--- config.mk ---
export PLATFORM = sky130hd
export DESIGN_NAME = four_segment_linear_envelope
export DESIGN_NICKNAME = d
export VERILOG_FILES = /design/src/design/fse_pkg.sv /design/src/design/fse_div.sv /design/src/design/four_segment_linear_envelope.sv
export SDC_FILE = /design/constraint.sdc
export NUM_CORES = 2
export LEC_CHECK = 0
export BUFFER_PORTS_ARGS = -buffer_cell sky130_fd_sc_hd__buf_2
export CAP_MARGIN = 5
export CORE_ASPECT_RATIO = 0.8
export CORE_MARGIN = 8
export CORE_UTILIZATION = 30
export CTS_CLUSTER_DIAMETER = 150
export DETAILED_ROUTE_END_ITERATION = 16
export PLACE_DENSITY = 0.43
export SETUP_SLACK_MARGIN = 0.15
export SLEW_MARGIN = 20
export SYNTH_ARGS = -nofsm -noshare
export SYNTH_HDL_FRONTEND = slang
export SYNTH_SLANG_ARGS = --single-unit
--- constraint.sdc ---
create_clock -name clk -period 23.2 [get_ports clk]
set_input_delay 3.48 -clock clk [delete_from_list [all_inputs] [get_ports clk]]
set_output_delay 3.48 -clock clk [all_outputs]
set_load 0.02 [all_outputs]
--- src/design/fse_pkg.sv ---
// Shared types, constants and codes for the four-segment linear envelope.
`default_nettype none

package fse_pkg;

  // Field and datapath widths
  localparam int LEVEL_BITS   = 16;
  localparam int TIME_BITS    = 16;
  localparam int ELAPSED_BITS = TIME_BITS + 2;
  localparam int NUM_BITS     = LEVEL_BITS + TIME_BITS;
  localparam int SEG_BITS     = 3;
  localparam int CFG_IDX_BITS = 3;
  localparam int DIV_CNT_BITS = $clog2(LEVEL_BITS);

  localparam logic [LEVEL_BITS-1:0]   LEVEL_MAX   = {LEVEL_BITS{1'b1}};
  localparam logic [ELAPSED_BITS-1:0] ELAPSED_MAX = {ELAPSED_BITS{1'b1}};

  // Configuration register indexes
  typedef enum logic [CFG_IDX_BITS-1:0] {
    REG_ATTACK_LEVEL  = 3'd0,
    REG_ATTACK_TICKS  = 3'd1,
    REG_DECAY_LEVEL   = 3'd2,
    REG_DECAY_TICKS   = 3'd3,
    REG_SUSTAIN_LEVEL = 3'd4,
    REG_SUSTAIN_TICKS = 3'd5,
    REG_RELEASE_TICKS = 3'd6,
    REG_INVERT        = 3'd7
  } cfg_idx_t;

  // Segment codes as shown on the output
  typedef enum logic [SEG_BITS-1:0] {
    SEG_IDLE    = 3'd0,
    SEG_ATTACK  = 3'd1,
    SEG_DECAY   = 3'd2,
    SEG_SUSTAIN = 3'd3,
    SEG_RELEASE = 3'd4
  } seg_t;

  // Sequencer states
  typedef enum logic [2:0] {
    ST_IDLE,
    ST_SEL,
    ST_MUL,
    ST_DIV,
    ST_OUT
  } state_t;

  // Divider status toward the sequencer
  typedef struct packed {
    logic busy;
    logic done;
  } div_stat_t;

endpackage

`default_nettype wire

--- src/design/fse_div.sv ---
// Bit-serial restoring divider: one quotient bit per cycle, quotient known to fit LEVEL_BITS.
`default_nettype none

module fse_div (
  input  wire logic                               clk,
  input  wire logic                               rst_n,
  input  wire logic                               start,
  input  wire logic [fse_pkg::NUM_BITS-1:0]       num,
  input  wire logic [fse_pkg::TIME_BITS-1:0]      den,
  output fse_pkg::div_stat_t                      stat,
  output logic      [fse_pkg::LEVEL_BITS-1:0]     quot
);

  localparam int TB = fse_pkg::TIME_BITS;
  localparam int LB = fse_pkg::LEVEL_BITS;
  localparam logic [fse_pkg::DIV_CNT_BITS-1:0] CNT_LAST =
    fse_pkg::DIV_CNT_BITS'(LB - 1);

  logic [TB-1:0]                     rem_r, rem_nxt;
  logic [LB-1:0]                     quo_r, quo_nxt;
  logic [TB-1:0]                     den_r;
  logic [fse_pkg::DIV_CNT_BITS-1:0]  cnt_r;
  logic                              busy_r, done_r;
  logic [TB:0]                       r_ext;
  logic [TB:0]                       r_sub;
  logic                              ge;

  // One trial subtraction per cycle
  always_comb begin
    r_ext   = {rem_r, quo_r[LB-1]};
    r_sub   = r_ext - {1'b0, den_r};
    ge      = (r_ext >= {1'b0, den_r});
    rem_nxt = ge ? r_sub[TB-1:0] : r_ext[TB-1:0];
    quo_nxt = {quo_r[LB-2:0], ge};
  end

  // Control: busy while stepping, done is a one-cycle pulse
  always_ff @(posedge clk) begin
    if (!rst_n) begin
      busy_r <= 1'b0;
      done_r <= 1'b0;
      cnt_r  <= '0;
    end else if (start) begin
      busy_r <= 1'b1;
      done_r <= 1'b0;
      cnt_r  <= '0;
    end else if (busy_r) begin
      cnt_r <= cnt_r + 1'b1;
      if (cnt_r == CNT_LAST) begin
        busy_r <= 1'b0;
        done_r <= 1'b1;
      end
    end else begin
      done_r <= 1'b0;
    end
  end

  // Datapath: high part of the numerator is already below the divisor
  always_ff @(posedge clk) begin
    if (start) begin
      rem_r <= num[fse_pkg::NUM_BITS-1 -: TB];
      quo_r <= num[LB-1:0];
      den_r <= den;
    end else if (busy_r) begin
      rem_r <= rem_nxt;
      quo_r <= quo_nxt;
    end
  end

  assign stat.busy = busy_r;
  assign stat.done = done_r;
  assign quot      = quo_r;

endmodule

`default_nettype wire

--- src/design/four_segment_linear_envelope.sv ---
// Top level: config registers, envelope sequencer, shared multiply and serial divide.
//
//  channel | ports                                   | direction
//  --------+-----------------------------------------+----------
//  in      | in_valid in_ready in_trigger            | in
//  out     | out_valid out_ready out_level           | out
//          | out_running out_segment                 |
//  cfg     | cfg_valid cfg_ready cfg_index cfg_data  | in
//
// A word inside a segment goes through the select, multiply, divide and output
// states before its result shows; with no segment selected it goes from select
// straight to output. The bit-serial divider sets the longer path.
// A new input word is taken once the previous result sits in the output register.
// The result register holds while out_ready is low; the sequencer waits on it.
// rst_n is synchronous, active low; config returns to its reset defaults.
`default_nettype none

module four_segment_linear_envelope (
  input  wire logic                                  clk,
  input  wire logic                                  rst_n,
  input  wire logic                                  in_valid,
  output logic                                       in_ready,
  input  wire logic                                  in_trigger,
  output logic                                       out_valid,
  input  wire logic                                  out_ready,
  output logic      [fse_pkg::LEVEL_BITS-1:0]        out_level,
  output logic                                       out_running,
  output logic      [fse_pkg::SEG_BITS-1:0]          out_segment,
  input  wire logic                                  cfg_valid,
  output logic                                       cfg_ready,
  input  wire logic [fse_pkg::CFG_IDX_BITS-1:0]      cfg_index,
  input  wire logic [fse_pkg::LEVEL_BITS-1:0]        cfg_data
);

  localparam int LB = fse_pkg::LEVEL_BITS;
  localparam int TB = fse_pkg::TIME_BITS;
  localparam int EB = fse_pkg::ELAPSED_BITS;

  // Configuration registers
  logic [LB-1:0] attack_level_r, decay_level_r, sustain_level_r;
  logic [TB-1:0] attack_ticks_r, decay_ticks_r, sustain_ticks_r, release_ticks_r;
  logic          invert_r;

  // Sequencer and envelope state
  fse_pkg::state_t state_r, state_nxt;
  logic            active_r, active_nxt;
  logic [EB-1:0]   elapsed_r, elapsed_nxt;

  // Per-word working registers
  logic [LB-1:0]   lo_r, lo_nxt;
  logic [LB-1:0]   diff_r, diff_nxt;
  logic [TB-1:0]   mpos_r, mpos_nxt;
  logic [TB-1:0]   dur_r, dur_nxt;
  fse_pkg::seg_t   seg_r, seg_nxt;
  logic [LB-1:0]   lvl_r, lvl_nxt;

  // Output register
  logic            out_valid_r, out_valid_nxt;
  logic [LB-1:0]   out_level_r, out_level_nxt;
  logic            out_running_r, out_running_nxt;
  fse_pkg::seg_t   out_seg_r, out_seg_nxt;

  // Divider hookup
  logic                          div_start;
  logic [fse_pkg::NUM_BITS-1:0]  div_num;
  fse_pkg::div_stat_t            div_stat;
  logic [LB-1:0]                 div_quot;

  // Segment selection signals
  logic [EB-1:0]   e1, e2, e3, e4;
  logic            sel_hit;
  fse_pkg::seg_t   sel_seg;
  logic [LB-1:0]   sel_a, sel_b;
  logic [EB-1:0]   sel_pos;
  logic [TB-1:0]   sel_dur;
  logic [TB-1:0]   pos16;

  assign cfg_ready = 1'b1;
  assign in_ready  = (state_r == fse_pkg::ST_IDLE);

  // Configuration writes
  always_ff @(posedge clk) begin
    if (!rst_n) begin
      attack_level_r  <= 16'd65535;
      attack_ticks_r  <= 16'd10;
      decay_level_r   <= 16'd49152;
      decay_ticks_r   <= 16'd100;
      sustain_level_r <= 16'd32768;
      sustain_ticks_r <= 16'd500;
      release_ticks_r <= 16'd200;
      invert_r        <= 1'b0;
    end else if (cfg_valid) begin
      unique case (fse_pkg::cfg_idx_t'(cfg_index))
        fse_pkg::REG_ATTACK_LEVEL:  attack_level_r  <= cfg_data;
        fse_pkg::REG_ATTACK_TICKS:  attack_ticks_r  <= cfg_data;
        fse_pkg::REG_DECAY_LEVEL:   decay_level_r   <= cfg_data;
        fse_pkg::REG_DECAY_TICKS:   decay_ticks_r   <= cfg_data;
        fse_pkg::REG_SUSTAIN_LEVEL: sustain_level_r <= cfg_data;
        fse_pkg::REG_SUSTAIN_TICKS: sustain_ticks_r <= cfg_data;
        fse_pkg::REG_RELEASE_TICKS: release_ticks_r <= cfg_data;
        fse_pkg::REG_INVERT:        invert_r        <= cfg_data[0];
        default: ;
      endcase
    end
  end

  // Segment end points and selection against the elapsed count
  always_comb begin
    e1 = {2'b00, attack_ticks_r};
    e2 = e1 + {2'b00, decay_ticks_r};
    e3 = e2 + {2'b00, sustain_ticks_r};
    e4 = e3 + {2'b00, release_ticks_r};
    sel_hit = 1'b1;
    sel_seg = fse_pkg::SEG_IDLE;
    sel_a   = '0;
    sel_b   = '0;
    sel_pos = '0;
    sel_dur = '0;
    priority if (attack_ticks_r != '0 && elapsed_r <= e1) begin
      sel_seg = fse_pkg::SEG_ATTACK;
      sel_b   = attack_level_r;
      sel_pos = elapsed_r;
      sel_dur = attack_ticks_r;
    end else if (decay_ticks_r != '0 && elapsed_r >= e1 && elapsed_r <= e2) begin
      sel_seg = fse_pkg::SEG_DECAY;
      sel_a   = attack_level_r;
      sel_b   = decay_level_r;
      sel_pos = elapsed_r - e1;
      sel_dur = decay_ticks_r;
    end else if (sustain_ticks_r != '0 && elapsed_r >= e2 && elapsed_r <= e3) begin
      sel_seg = fse_pkg::SEG_SUSTAIN;
      sel_a   = decay_level_r;
      sel_b   = sustain_level_r;
      sel_pos = elapsed_r - e2;
      sel_dur = sustain_ticks_r;
    end else if (release_ticks_r != '0 && elapsed_r >= e3 && elapsed_r <= e4) begin
      sel_seg = fse_pkg::SEG_RELEASE;
      sel_a   = sustain_level_r;
      sel_pos = elapsed_r - e3;
      sel_dur = release_ticks_r;
    end else begin
      sel_hit = 1'b0;
    end
    pos16 = sel_pos[TB-1:0];
  end

  // Shared multiplier feeds the divider directly
  assign div_num = diff_r * mpos_r;

  fse_div u_div (
    .clk   (clk),
    .rst_n (rst_n),
    .start (div_start),
    .num   (div_num),
    .den   (dur_r),
    .stat  (div_stat),
    .quot  (div_quot)
  );

  // Sequencer
  always_comb begin
    state_nxt       = state_r;
    active_nxt      = active_r;
    elapsed_nxt     = elapsed_r;
    lo_nxt          = lo_r;
    diff_nxt        = diff_r;
    mpos_nxt        = mpos_r;
    dur_nxt         = dur_r;
    seg_nxt         = seg_r;
    lvl_nxt         = lvl_r;
    div_start       = 1'b0;
    out_valid_nxt   = out_valid_r && !out_ready;
    out_level_nxt   = out_level_r;
    out_running_nxt = out_running_r;
    out_seg_nxt     = out_seg_r;

    unique case (state_r)
      fse_pkg::ST_IDLE: begin
        if (in_valid) begin
          // start only from idle; a trigger while running is dropped
          if (in_trigger && !active_r) begin
            active_nxt  = 1'b1;
            elapsed_nxt = '0;
          end
          state_nxt = fse_pkg::ST_SEL;
        end
      end

      fse_pkg::ST_SEL: begin
        if (!active_r) begin
          seg_nxt   = fse_pkg::SEG_IDLE;
          lvl_nxt   = '0;
          state_nxt = fse_pkg::ST_OUT;
        end else if (!sel_hit) begin
          // past the last segment: go idle on this word
          active_nxt = 1'b0;
          seg_nxt    = fse_pkg::SEG_IDLE;
          lvl_nxt    = '0;
          state_nxt  = fse_pkg::ST_OUT;
        end else begin
          // rising ramp: lo + d*pos/dur, falling: lo + d*(dur-pos)/dur
          seg_nxt = sel_seg;
          dur_nxt = sel_dur;
          if (sel_b >= sel_a) begin
            lo_nxt   = sel_a;
            diff_nxt = sel_b - sel_a;
            mpos_nxt = pos16;
          end else begin
            lo_nxt   = sel_b;
            diff_nxt = sel_a - sel_b;
            mpos_nxt = sel_dur - pos16;
          end
          state_nxt = fse_pkg::ST_MUL;
        end
      end

      fse_pkg::ST_MUL: begin
        div_start = 1'b1;
        state_nxt = fse_pkg::ST_DIV;
      end

      fse_pkg::ST_DIV: begin
        if (div_stat.done) begin
          lvl_nxt = lo_r + div_quot;
          if (elapsed_r != fse_pkg::ELAPSED_MAX) begin
            elapsed_nxt = elapsed_r + 1'b1;
          end
          state_nxt = fse_pkg::ST_OUT;
        end
      end

      fse_pkg::ST_OUT: begin
        if (!out_valid_r || out_ready) begin
          out_valid_nxt   = 1'b1;
          out_level_nxt   = invert_r ? (fse_pkg::LEVEL_MAX - lvl_r) : lvl_r;
          out_running_nxt = active_r;
          out_seg_nxt     = seg_r;
          state_nxt       = fse_pkg::ST_IDLE;
        end
      end

      default: state_nxt = fse_pkg::ST_IDLE;
    endcase
  end

  // Control registers
  always_ff @(posedge clk) begin
    if (!rst_n) begin
      state_r     <= fse_pkg::ST_IDLE;
      active_r    <= 1'b0;
      elapsed_r   <= '0;
      out_valid_r <= 1'b0;
    end else begin
      state_r     <= state_nxt;
      active_r    <= active_nxt;
      elapsed_r   <= elapsed_nxt;
      out_valid_r <= out_valid_nxt;
    end
  end

  // Payload registers
  always_ff @(posedge clk) begin
    lo_r          <= lo_nxt;
    diff_r        <= diff_nxt;
    mpos_r        <= mpos_nxt;
    dur_r         <= dur_nxt;
    seg_r         <= seg_nxt;
    lvl_r         <= lvl_nxt;
    out_level_r   <= out_level_nxt;
    out_running_r <= out_running_nxt;
    out_seg_r     <= out_seg_nxt;
  end

  assign out_valid   = out_valid_r;
  assign out_level   = out_level_r;
  assign out_running = out_running_r;
  assign out_segment = out_seg_r;

endmodule

`default_nettype wire

Yosys cells after proc, flatten, opt, wreduce, memory -nomap -nowiden
Index checks and enable logic that the tools add are counted.
{ "word_totals": {"word_cells": 176, "mem_bits_ro": 0, "mem_count": 0, "ramBits": 0, "latch_bits": 0, "ff_bits": 293} }
{ "op_classes": {"mul": 1, "n_shift": 0, "bitwise": 4, "order_cmp": 9, "div_mod_pow": 0, "n_reduce_logical": 42, "muxes": 58, "n_addsub": 14, "eq_ne": 19} }
{ "op_table": {"columns": ["operator", "count"], "rows": [
  ["16-bit two-way mux", 27],
  ["16-bit subtractor", 7],
  ["18-bit two-way mux", 4],
  ["16-bit nonzero test", 4],
  ["18-bit <= comparator", 2],
  ["18-bit case mux with 2 select lines", 1],
  ["16-bit by 16-bit multiplier with 32-bit output", 1],
  ["16-bit case mux with 2 select lines", 1],
  ["2-bit AND reduction", 10],
  ["17-bit by 16-bit adder with 18-bit output", 1],
  ["18-bit by 1-bit adder with 18-bit output (second input constant)", 1],
  ["18-bit by 16-bit adder with 18-bit output", 1],
  ["18-bit by 16-bit >= comparator with 1-bit output", 1],
  ["18-bit by 17-bit >= comparator with 1-bit output", 1],
  ["18-bit >= comparator", 1],
  ["18-bit by 16-bit <= comparator with 1-bit output", 1],
  ["18-bit by 17-bit <= comparator with 1-bit output", 1],
  ["3-bit two-way mux", 6],
  ["18-bit inequality test (second input constant)", 1],
  ["16-bit by 16-bit adder with 17-bit output", 1],
  ["17-bit by 16-bit >= comparator with 1-bit output", 1],
  ["16-bit adder", 1],
  ["16-bit >= comparator", 1],
  ["16-bit subtractor (first input constant)", 1],
  ["23 further kinds", 70]
]} }

Depth between registers and ports, before layout
{ "depth": {"depth_word": 12, "depth_mapped": 51, "mapped_depth_nobuf": 49} }

Cells and area by module
From an unflattened synthesis, not the netlist that was laid out.
{ "unflattened": {"cells_unflattened": 3402, "hier_area_um2": 29877.4} }
{ "modules_own_cells": {"columns": ["mod", "n_inst", "cells_per_inst", "area_per_inst_um2"], "rows": [
  ["four_segment_linear_envelope", 1, 3119, 26691.8],
  ["fse_div", 1, 283, 3185.6]
]} }

Worst setup path before layout
OpenSTA, ideal clock, no wires.
{ "synth_timing": {"path_type": "reg2reg", "from": "reg attack_ticks_r[1]", "to": "reg diff_r[0], enable pin", "synth_period_minus_slack_ns": 13.309, "arrival_ns": 12.639, "path_slack_ns": 9.891, "setup_time_ns": 0.670, "path_buffers": 0, "path_stages_with_launch": 34, "required_time_ns": 22.530, "path_cell_list": "dfxtp_1 > ha_1 > a21o_1 > a21oi_1 > o21bai_1 > a21oi_1 > o21bai_1 > a211o_1 > and2_1 > nor2_1 > xnor2_1 > ha_1 > inv_1 > o22ai_1 > a21o_1 > o41ai_1 > o21ai_0 > nor2_1 > xnor2_1 > ha_1 > or3_1 > a211o_1 > nand2_1 > nor4bb_1 > a211oi_1 > o22ai_1 > ha_1 > nand3_1 > nor3_1 > nand4_1 > a221o_1 > inv_1 > o41ai_1 > nor4b_1"} }
{ "synth_via": {"elab_chain_cells": 10} }
{ "synth_lines": {"columns": ["item", "line", "text"], "rows": [
  ["start: declaration", "four_segment_linear_envelope.sv:41", "logic [TB-1:0] attack_ticks_r, decay_ticks_r, sustain_ticks_r, release_ticks_r;"],
  ["start signal: assignment", "four_segment_linear_envelope.sv:95", "fse_pkg::REG_ATTACK_TICKS: attack_ticks_r <= cfg_data;"],
  ["16-bit by 16-bit adder with 17-bit output", "four_segment_linear_envelope.sv:110", "e2 = e1 + {2'b00, decay_ticks_r};"],
  ["17-bit by 16-bit adder with 18-bit output", "four_segment_linear_envelope.sv:111", "e3 = e2 + {2'b00, sustain_ticks_r};"],
  ["18-bit by 16-bit adder with 18-bit output or 18-bit >= comparator (tied branches)", "four_segment_linear_envelope.sv:112, four_segment_linear_envelope.sv:136", null],
  ["18-bit <= comparator or 1-bit logical AND (tied branches)", "four_segment_linear_envelope.sv:136", "end else if (release_ticks_r != '0 && elapsed_r >= e3 && elapsed_r <= e4) begin"],
  ["1-bit logical AND", "four_segment_linear_envelope.sv:136", null],
  ["1-bit two-way mux", "four_segment_linear_envelope.sv:136", null],
  ["1-bit two-way mux", "four_segment_linear_envelope.sv:130", "end else if (sustain_ticks_r != '0 && elapsed_r >= e2 && elapsed_r <= e3) begin"],
  ["1-bit two-way mux", "four_segment_linear_envelope.sv:124", "end else if (decay_ticks_r != '0 && elapsed_r >= e1 && elapsed_r <= e2) begin"],
  ["1-bit two-way mux (*)", "four_segment_linear_envelope.sv:119", "priority if (attack_ticks_r != '0 && elapsed_r <= e1) begin"],
  ["3-bit AND reduction (no source line) (*)", null, null],
  ["end signal: assignment", "four_segment_linear_envelope.sv:264", "diff_r <= diff_nxt;"],
  ["end: declaration", "four_segment_linear_envelope.sv:51", "logic [LB-1:0] diff_r, diff_nxt;"]
]} }
Mark *: on every way between the ends. The rest lies on a longest branch, timed or not.
A chain may end at the register's enable or synchronous reset.

Final worst setup path
{ "layout_timing": {"from": "reg attack_ticks_r[1]", "to": "reg diff_r[11] (data pin)"} }
{ "layout_via": {"elab_chain_cells": 11} }
{ "layout_lines": {"columns": ["item", "line", "text"], "rows": [
  ["16-bit by 16-bit adder with 17-bit output", "four_segment_linear_envelope.sv:110", null],
  ["17-bit by 16-bit adder with 18-bit output", "four_segment_linear_envelope.sv:111", null],
  ["18-bit by 16-bit adder with 18-bit output or 18-bit >= comparator (tied branches)", "four_segment_linear_envelope.sv:112, four_segment_linear_envelope.sv:136", null],
  ["18-bit <= comparator or 1-bit logical AND (tied branches)", "four_segment_linear_envelope.sv:136", null],
  ["1-bit logical AND", "four_segment_linear_envelope.sv:136", null],
  ["16-bit two-way mux", "four_segment_linear_envelope.sv:136", null],
  ["16-bit two-way mux", "four_segment_linear_envelope.sv:130", null],
  ["16-bit two-way mux", "four_segment_linear_envelope.sv:124", null],
  ["16-bit two-way mux", "four_segment_linear_envelope.sv:119", null],
  ["16-bit subtractor, or another cell as far along", "four_segment_linear_envelope.sv:210", "diff_nxt = sel_a - sel_b;"],
  ["16-bit two-way mux (*)", "four_segment_linear_envelope.sv:204", "if (sel_b >= sel_a) begin"]
]} }
Marks and branches as above.

==> Flow_metrics.wiki <==
{| class="wikitable"
! Metric !! Value
|-
| Number of I/O port buffers || 46
|-
| Clock root buffer master || clkbuf_16
|-
| Layout Area Growth over Synthesis || 9.35%
|-
| Skew-Pair Late Insertion Delay || 580 ps
|-
| Most common cell after layout, fill and taps aside || nand2_1
|-
| Global-route wire length before repair || 147000 microns
|-
| Half-perimeter wire length of the detailed placement result || 74300 microns
|-
| Period minus WS final || 11390 ps
|-
| Sort of element at the start of the critical path || register
|-
| Drt first-iter violations || 1998
|-
| Unrepaired setup endpoints after global routing || false
|-
| Wire length per cell || 20.4 microns
|-
| Ratio of total power to cell area || 67.3 nW/um^2
|-
| Ys flop type || edfxtp_1
|-
| Synthesized instance count || 3386
|-
| DIE WIDTH || 364 microns
|-
| Pre-Repair DR Iteration Count || 8
|-
| GR peak layer || met1
|-
| Flops & latches, synth || 293
|-
| Via density per instance || 5.07
|-
| Critical path data arrival time || 11700 ps
|-
| Finished Cell Area || 31800 sq um
|-
| # rows || 102
|-
| Worst vdd rail ir drop || 0.0697 mV
|-
| Overall die area || 107000 sq um
|-
| Proportion of register bits with asynchronous set or reset after synthesis || 0
|-
| TritonCTS clock tree || done
|-
| RD Place Congestion || 0.893
|-
| Part of the Yosys area used for sequential elements || 0.254
|-
| Yosys warning count || 0
|-
| Reported max-cap violation count || 0
|-
| I/O pin total || 48
|-
| Count of final hold-check violations || 0
|-
| Achievable Freq || 87.8 MHz
|-
| Outcome || completed
|-
| Ratio of cells with drive above 1 in the final layout || 0.0512
|-
| DRC violations left || 0
|-
| Static leakage || 14.1 nW
|-
| Number of flip-flops under the largest register name || 18
|-
| Setup WS post-layout || 11810 ps
|-
| Vias after detailed routing || 23.8k
|-
| Aggregate routed wire length || 95900 microns
|-
| Number of sinks on the clock net || 293
|-
| Post-synth EDFFs || 151
|-
| Area of placed instances || 30700 sq um
|-
| Global router's overall resource usage || 0.177
|-
| Number of setup violations in the final report || 0
|-
| Number of cells in the design after placement || 4638
|-
| Final Non-Filler Cells || 4700
|-
| Most frequent cell on the critical path || ha_1
|-
| Register with the most flip-flops || elapsed_r
|-
| Worst-case clock skew || 27.4 ps
|-
| Commonest cells after routing, fill and taps aside || 546 x nand2_1, 376 x inv_1, 301 x ha_1
|-
| Crit-path max FO || 55
|-
| Worst setup slack before clock tree synthesis || 12020 ps
|-
| Net count of the finished layout || 3906
|-
| Post-synthesis instance area || 29100 sq um
|-
| Die height || 295 microns
|-
| M3 GR Usage || 0.0309
|-
| Maximum number of pins on one net before global-route repair || 81
|-
| Antenna violations before repair || 1
|-
| Worst Tran Pin Value || 1120 ps
|-
| Fraction of met1 tracks used by global routing || 0.273
|-
| Via count of the first global-routing pass || 23.2k
|-
| Gr ovfl total || 0
|-
| Met2 Resource Use GR || 0.257
|-
| Placeable core region || 96500 sq um
|-
| Critical path data required time || 23500 ps
|-
| Post-route fraction of the period consumed by the critical path || 0.491
|-
| Capturing element type of the critical path || register
|-
| Yosys cell types || 82
|-
| Headroom to the max-slew limit || 0.248
|-
| Total Negative Setup Slacks || 0 ps
|-
| Final antenna diode count || 0
|-
| WS Path Type || register to register
|-
| Critical-path top delay cell || buf_4
|-
| H-tree levels || 2
|-
| Finished Core Util || 0.330
|-
| Setup repair bufs after CTS || 0
|-
| Number of pins exceeding their max-slew limit in the final report || 0
|-
| Starting density of the core || 0.302
|-
| Mapped Avg Cell Area || 8.59 sq um
|-
| Post-cts resize count || 0
|-
| Syn nets || 3917
|-
| Maximum count of clock buffers along a single path || 3
|-
| HP Class || register to register
|-
| CTS Hold Buffers Added || 0
|-
| Maximum cell stage delay along the critical path || 590 ps
|-
| Number of buffers created by CTS || 35
|-
| Final antenna-violating net count || 0
|-
| Clock-pin slew on the worst setup and hold paths || 70 ps
|}
synthesized netlist by cell type, types with 32 or more instances:
master	count	area share
nand2_1	547	0.071
inv_1	378	0.049
ha_1	301	0.13
a21oi_1	262	0.045
fa_1	205	0.14
nor2_1	158	0.020
edfxtp_1	151	0.16
dfxtp_1	142	0.098
o21ai_0	129	0.022
and2_1	108	0.023
xnor2_1	98	0.030
clkbuf_1	97	0.013
xor2_1	89	0.027
nand3_1	80	0.014
a21o_1	60	0.015
nor3_1	48	0.0083
nor2b_1	34	0.0073
o21a_1	32	0.0083
power breakdown:
part	internal (mW)	total, mW	switching [mW]	leakage (nW)
clock network	0.299	0.540	0.241	0.533
registers	0.567	0.589	0.0217	2.55
logic	0.418	1.01	0.594	11.0
cell families (layout without fill, tap and decap cells):
group,Yosys count,after routing,share of synthesized area
simple gates,1144,1144,0.182
compound gates,713,713,0.157
buf+inv,509,523,0.0683
fa+ha+maj,506,506,0.271
flops,293,293,0.254
xor+xnor,187,187,0.0563
mux,33,33,0.0115
other cells,1,1,0.000129
final timing paths:
kind / startpoint / to / slack (ps) / cells after the start
setup / recovery: attack_ticks_r[1]$_SDFFE_PN1P_ / diff_r[11]$_DFFE_PP_ / 11810 / 47
hold / removal: seg_r[2]$_SDFFCE_PP0N_ / out_segment[2]$_DFFE_PP_ / 420 / 0
setup reg to reg: attack_ticks_r[1]$_SDFFE_PN1P_ / diff_r[11]$_DFFE_PP_ / 11810 / 47
hold reg to reg: seg_r[2]$_SDFFCE_PP0N_ / out_segment[2]$_DFFE_PP_ / 420 / 0
critical path, delay by kind of cell, from the launching register on:
family / cells / cell delay [ps]
AO/OA/AOI/OAI: 20 / 4670
XOR/XNOR: 3 / 430
adder cells (fa/ha/maj): 5 / 1430
buffers and inverters: 4 / 1180
flip-flops: 1 / 460
multiplexers: 1 / 430
AND/OR/NAND/NOR: 14 / 2440
metal layers:
metal	wire length (microns)	part of all wire	vias to the layer above
met5	0	0	-
met3	5580	0.058	79
met1	49600	0.52	11642
met2	39100	0.41	557
li1	-	-	11543
met4	1600	0.017	0
through the flow:
stage	hold WS (ps)	power, mW
after floorplan	400	1.36
after global placement	402	1.62
after detailed placement	405	1.61
after CTS	419	2.17
after global routing	421	2.33
final	419	2.14
cell type report:
cell class	count	area [sq um]
repair buffers	83	508
well taps	1300	1630
inverters	378	1420
clock inverters	14	124
multi-input cells	2584	19800
fillers	10213	64700
flip-flops and latches	293	7380
clock buffers	48	975
(Power assumes the default switching activity.)
